File: config.mk
export PLATFORM = sky130hd
export DESIGN_NAME = pwc_ram
export DESIGN_NICKNAME = d
export VERILOG_FILES = /design/src/hw/rtl/pwc_ram.sv
export SDC_FILE = /design/constraint.sdc
export NUM_CORES = 1
export LEC_CHECK = 0
export ABC_AREA = 1
export BUFFER_PORTS_ARGS = -buffer_cell sky130_fd_sc_hd__clkbuf_2
export CAP_MARGIN = 20
export CORE_MARGIN = 10
export CORE_UTILIZATION = 66
export DETAILED_ROUTE_END_ITERATION = 12
export GPL_ROUTABILITY_DRIVEN = 0
export PLACE_DENSITY = 0.85
export SETUP_SLACK_MARGIN = 0.2
export SLEW_MARGIN = 20
export SYNTH_ARGS = -nofsm -noshare
export SYNTH_HDL_FRONTEND = slang
export SYNTH_SLANG_ARGS = --single-unit
File: constraint.sdc
create_clock -name clk -period 3.79 [get_ports clk]
set_input_delay 0.758 -clock clk [delete_from_list [all_inputs] [get_ports clk]]
set_output_delay 0.758 -clock clk [all_outputs]
set_load 0.05 [all_outputs]
File: src/hw/rtl/pwc_ram.sv
// ----------------------------------------------------------------------------
// pwc_ram
// Generic single-port-write, single-port-read RAM with registered read data.
// ----------------------------------------------------------------------------
module pwc_ram #(
  parameter int WIDTH = 8,
  parameter int DEPTH = 16,
  parameter int AW    = (DEPTH > 1) ? $clog2(DEPTH) : 1
) (
  input  logic             clk,
  input  logic             we,
  input  logic [AW-1:0]    waddr,
  input  logic [WIDTH-1:0] wdata,
  input  logic             re,
  input  logic [AW-1:0]    raddr,
  output logic [WIDTH-1:0] rdata
);

  logic [WIDTH-1:0] mem [DEPTH];

  always_ff @(posedge clk) begin
    if (we) begin
      mem[waddr] <= wdata;
    end
    if (re) begin
      rdata <= mem[raddr];
    end
  end

endmodule

---- Word level (Yosys, flattened, before mapping) ----
Memories as Yosys holds them, arrays and structs flattened. A register that Yosys moved wholly into a read port is not among the register bits.
Index checks and enable logic that the tools add are counted.
storage, ports and cells
  register bits ........................... 0
  latch bits .............................. 0
  bits in writable memories ............... 128
  memory bits (read-only) ................. 0
  output and inout bits ................... 8
  logic and storage cells ................. 3
  memories kept ........................... 1
cells by class
  $add $sub $neg .......................... 0
  $mul .................................... 0
  divide/modulo/power cells ............... 0
  order comparisons ....................... 0
  equality and inequality tests ........... 0
  shifts and indexed selects .............. 0
  muxes and demuxes ....................... 2
  bitwise gates (word level) .............. 0
  reduce and logical (&&, ||, !) cells .... 0
memories
  name  depth  bits a word  read ports  clocked after Yosys merged registers in  write ports  RTL line  RTL
  mem   16     8            1           1                                        1            19        logic [WIDTH-1:0] mem [DEPTH];
operators with widths
  operator          number
  2-to-1 mux 1 bit  2

---- Depth between registers and ports, before layout ----
  depth after elaboration ................. 2
  gate-level depth with buffers ........... 8

---- Worst setup path after synthesis ----
OpenSTA, ideal clock, no wires.
  path type ............................... input -> register
  start ................................... input port waddr[2]
  end ..................................... memory mem[10][0] (enable)
  arrival time ............................ 1.339 ns
  setup slack ............................. 2.081 ns
  stages on the path ...................... 2
  buffers on the path ..................... 0
  cell sequence ........................... nand3b_1 -> nor2_1
RTL lines
  item             RTL line  RTL
  start, declared  12        input logic [AW-1:0] waddr,
  end, declared    19
Straight into the memory's write port.

==> run metrics <==
Post-Syn Area=5850 sq um; number of global-route vias before repair=4138; Worst Skew=8.00 ps; CTS tree=built; CTS Root Cell=clkbuf_8; Crit Path Class=input port to flop; final hold violations=0; endpoint type of the worst setup path=flop; Inst Count DP=662; CP arrival=2490 ps; DRC Markers=0; Clk Latency, worst-skew pair=530 ps; CTS Hold Bufs=0; core box area=8680 sq um; CTS Buffer Depth=2; port buffer count=26; max-slew violations=0; Post-Route WL=14400 um; Hold Crit Depth=1; R2R Path End=rdata[7]; ys async rst share=0; Cells after Synth=551; Peak Freq=452 MHz; Core Rows=34; sequential area share after synthesis=0.698; synth unique cells=11; RSZ-0062 raised after global routing=no; clk slew on worst S/H paths=60 ps; die width=114 um; Final setup viols=0; most common cell in the synthesized netlist=nand2_1; total vias in the final route=4109; internal power=3.01 mW; period utilization=0.584; Hold WC Path Type=input port to flop; post_cts resized=0; pin count of the biggest net entering global routing=65; layout cell share with drive strength beyond 1=0.0990; Hold Path Origin=re; DR WL/cell=20.7 um; fin nets=592; first-pass GRT wire length=22300 um; initial antenna violation count=0; Final min period=2210 ps; Yosys top cell area share=0.698; 1st-pass router iterations=7; Post-synth top cells=nand2_1, edfxtp_1, inv_1; cell accounting for the most synthesized area=edfxtp_1; WP data required=4070 ps; vias per cell=5.92; top post-synthesis cells by area=edfxtp_1, nand2_1, nand3_1; Layout area overhead=13.3%; Net Sw Power=0.804 mW; GRT Overall Usage=0.230; CP Cell Sequence=clkbuf_2 > clkinv_2 > nand2_1 > nand2_1 > nand2_1 > nand3_1 > nand3_1 > nand2_1; cell count of the worst reg-to-reg path=6; cell mode on critical path=nand2_1; combinational share of power=0.059; Seq pwr share=0.447; total CTS buffers=17; synthesized area per cell=10.6 sq um; TNS Setup=0 ps; share of power burned in the clock network=0.493; VDD IR max=0.000376 V; status=completed; synthesized net count=570; max_cap viols=0; Hold Path Sink=rdata[1]; Die Height=114 um; CP peak stage delay=720 ps; clk sinks=136; # H-tree levels=4; max-slew headroom at the worst pin=0.319; total global routing overflow=0; LEAKAGE=2.87 nW; I/O Pins=27; Worst Path Max Fanout=64; Die ar.=13000 sq um; Power per Cell Area=576 nW/um^2; slowest cell on the critical path=clkinv_2; Setup Buffers After CTS=0; Reg-to-Reg Start=mem[3][7]; DR iter-0 viols=626; Yosys warning count=0; sw frac=0.211; CP startpoint kind=input port; initial core utilization=0.674; Worst Tran Pin Value=1020 ps; DP HPWL=8050 um; Layout Cells excl Fill=694; r2r setup slk=2480 ps; main flop type after synthesis=edfxtp_1; final antenna-violating net count=0; Antenna Cells=0; post-synthesis register bit count=136; Post-synth EDFFs=136
[cells in the final DEF (no fill, tap or decap), types with 3 or more instances in the layout]
| cell type | instances |
|---|---|
| clkbuf_2 | 26 |
| edfxtp_1 | 136 |
| bufinv_16 | 7 |
| clkinv_4 | 3 |
| inv_1 | 100 |
| nand2_1 | 173 |
| nand3_1 | 97 |
| nor2_1 | 17 |
| clkbuf_16 | 16 |
| clkinv_2 | 3 |
[metal layers]
metal  routed length (um)  track usage  vias to the layer above
met2                 6980        0.354                      355
met4                  431        0.100                        0
met5                    0            0                        -
li1                     -            -                     1829
met3                 1800       0.0812                       51
met1                 5150        0.288                     1874
[sequential cells by signal (all words and copies together), names as in the netlist]
register,cells
mem,128
rdata,8
[cells by family (layout without fill, tap and decap cells)]
family / Yosys count / in the layout / synth area share
buf+inv: 126 / 161 / 0.0939
flops: 136 / 136 / 0.698
simple gates: 289 / 289 / 0.208
[metrics by stage]
stage	total power [mW]	area, sq um	util	hold WS, ps	setup WS [ps]
after global placement	1.94	5950	0.686	707	1190
after floorplan	1.88	5850	-	683	2080
after detailed placement	1.95	5950	0.686	744	1200
after global routing	3.91	6630	0.764	601	1540
after CTS	3.80	6630	0.763	594	1700
final	3.82	6630	0.764	614	1580
[power groups by stage]
stage,Combinational (mW),Sequential [mW],Clock [mW]
after CTS,0.222,1.71,1.88
after global placement,0.208,1.74,0
after global routing,0.243,1.71,1.95
final,0.227,1.71,1.88
after detailed placement,0.214,1.74,0
after floorplan,0.119,1.76,0
[cell type report]
type                       count  area, sq um
inverter                     102          384
fill                         505         2050
sequential                   136         4080
timing repair buffer          27          138
multi-input combinational    289         1210
tap                          108          135
clock buffer                  19          422
clock inverter                13          250
[worst max-delay path by stage]
stage               cells after the start  slack (ps)         end     start
floorplan                               2        2080  mem[10][0]  waddr[2]
global placement                        6        1190    rdata[6]  raddr[1]
detailed placement                      6        1200    rdata[6]  raddr[1]
CTS                                     6        1700    rdata[7]  raddr[1]
global route                            8        1540    rdata[0]  raddr[0]
finish                                  8        1580    rdata[0]  raddr[0]
[worst max-delay path, delay by kind of cell]
family	cells	cell delay [ps]
and+or+nand+nor	6	910
buffers and inverters	2	830
(Power assumes the default switching activity.)
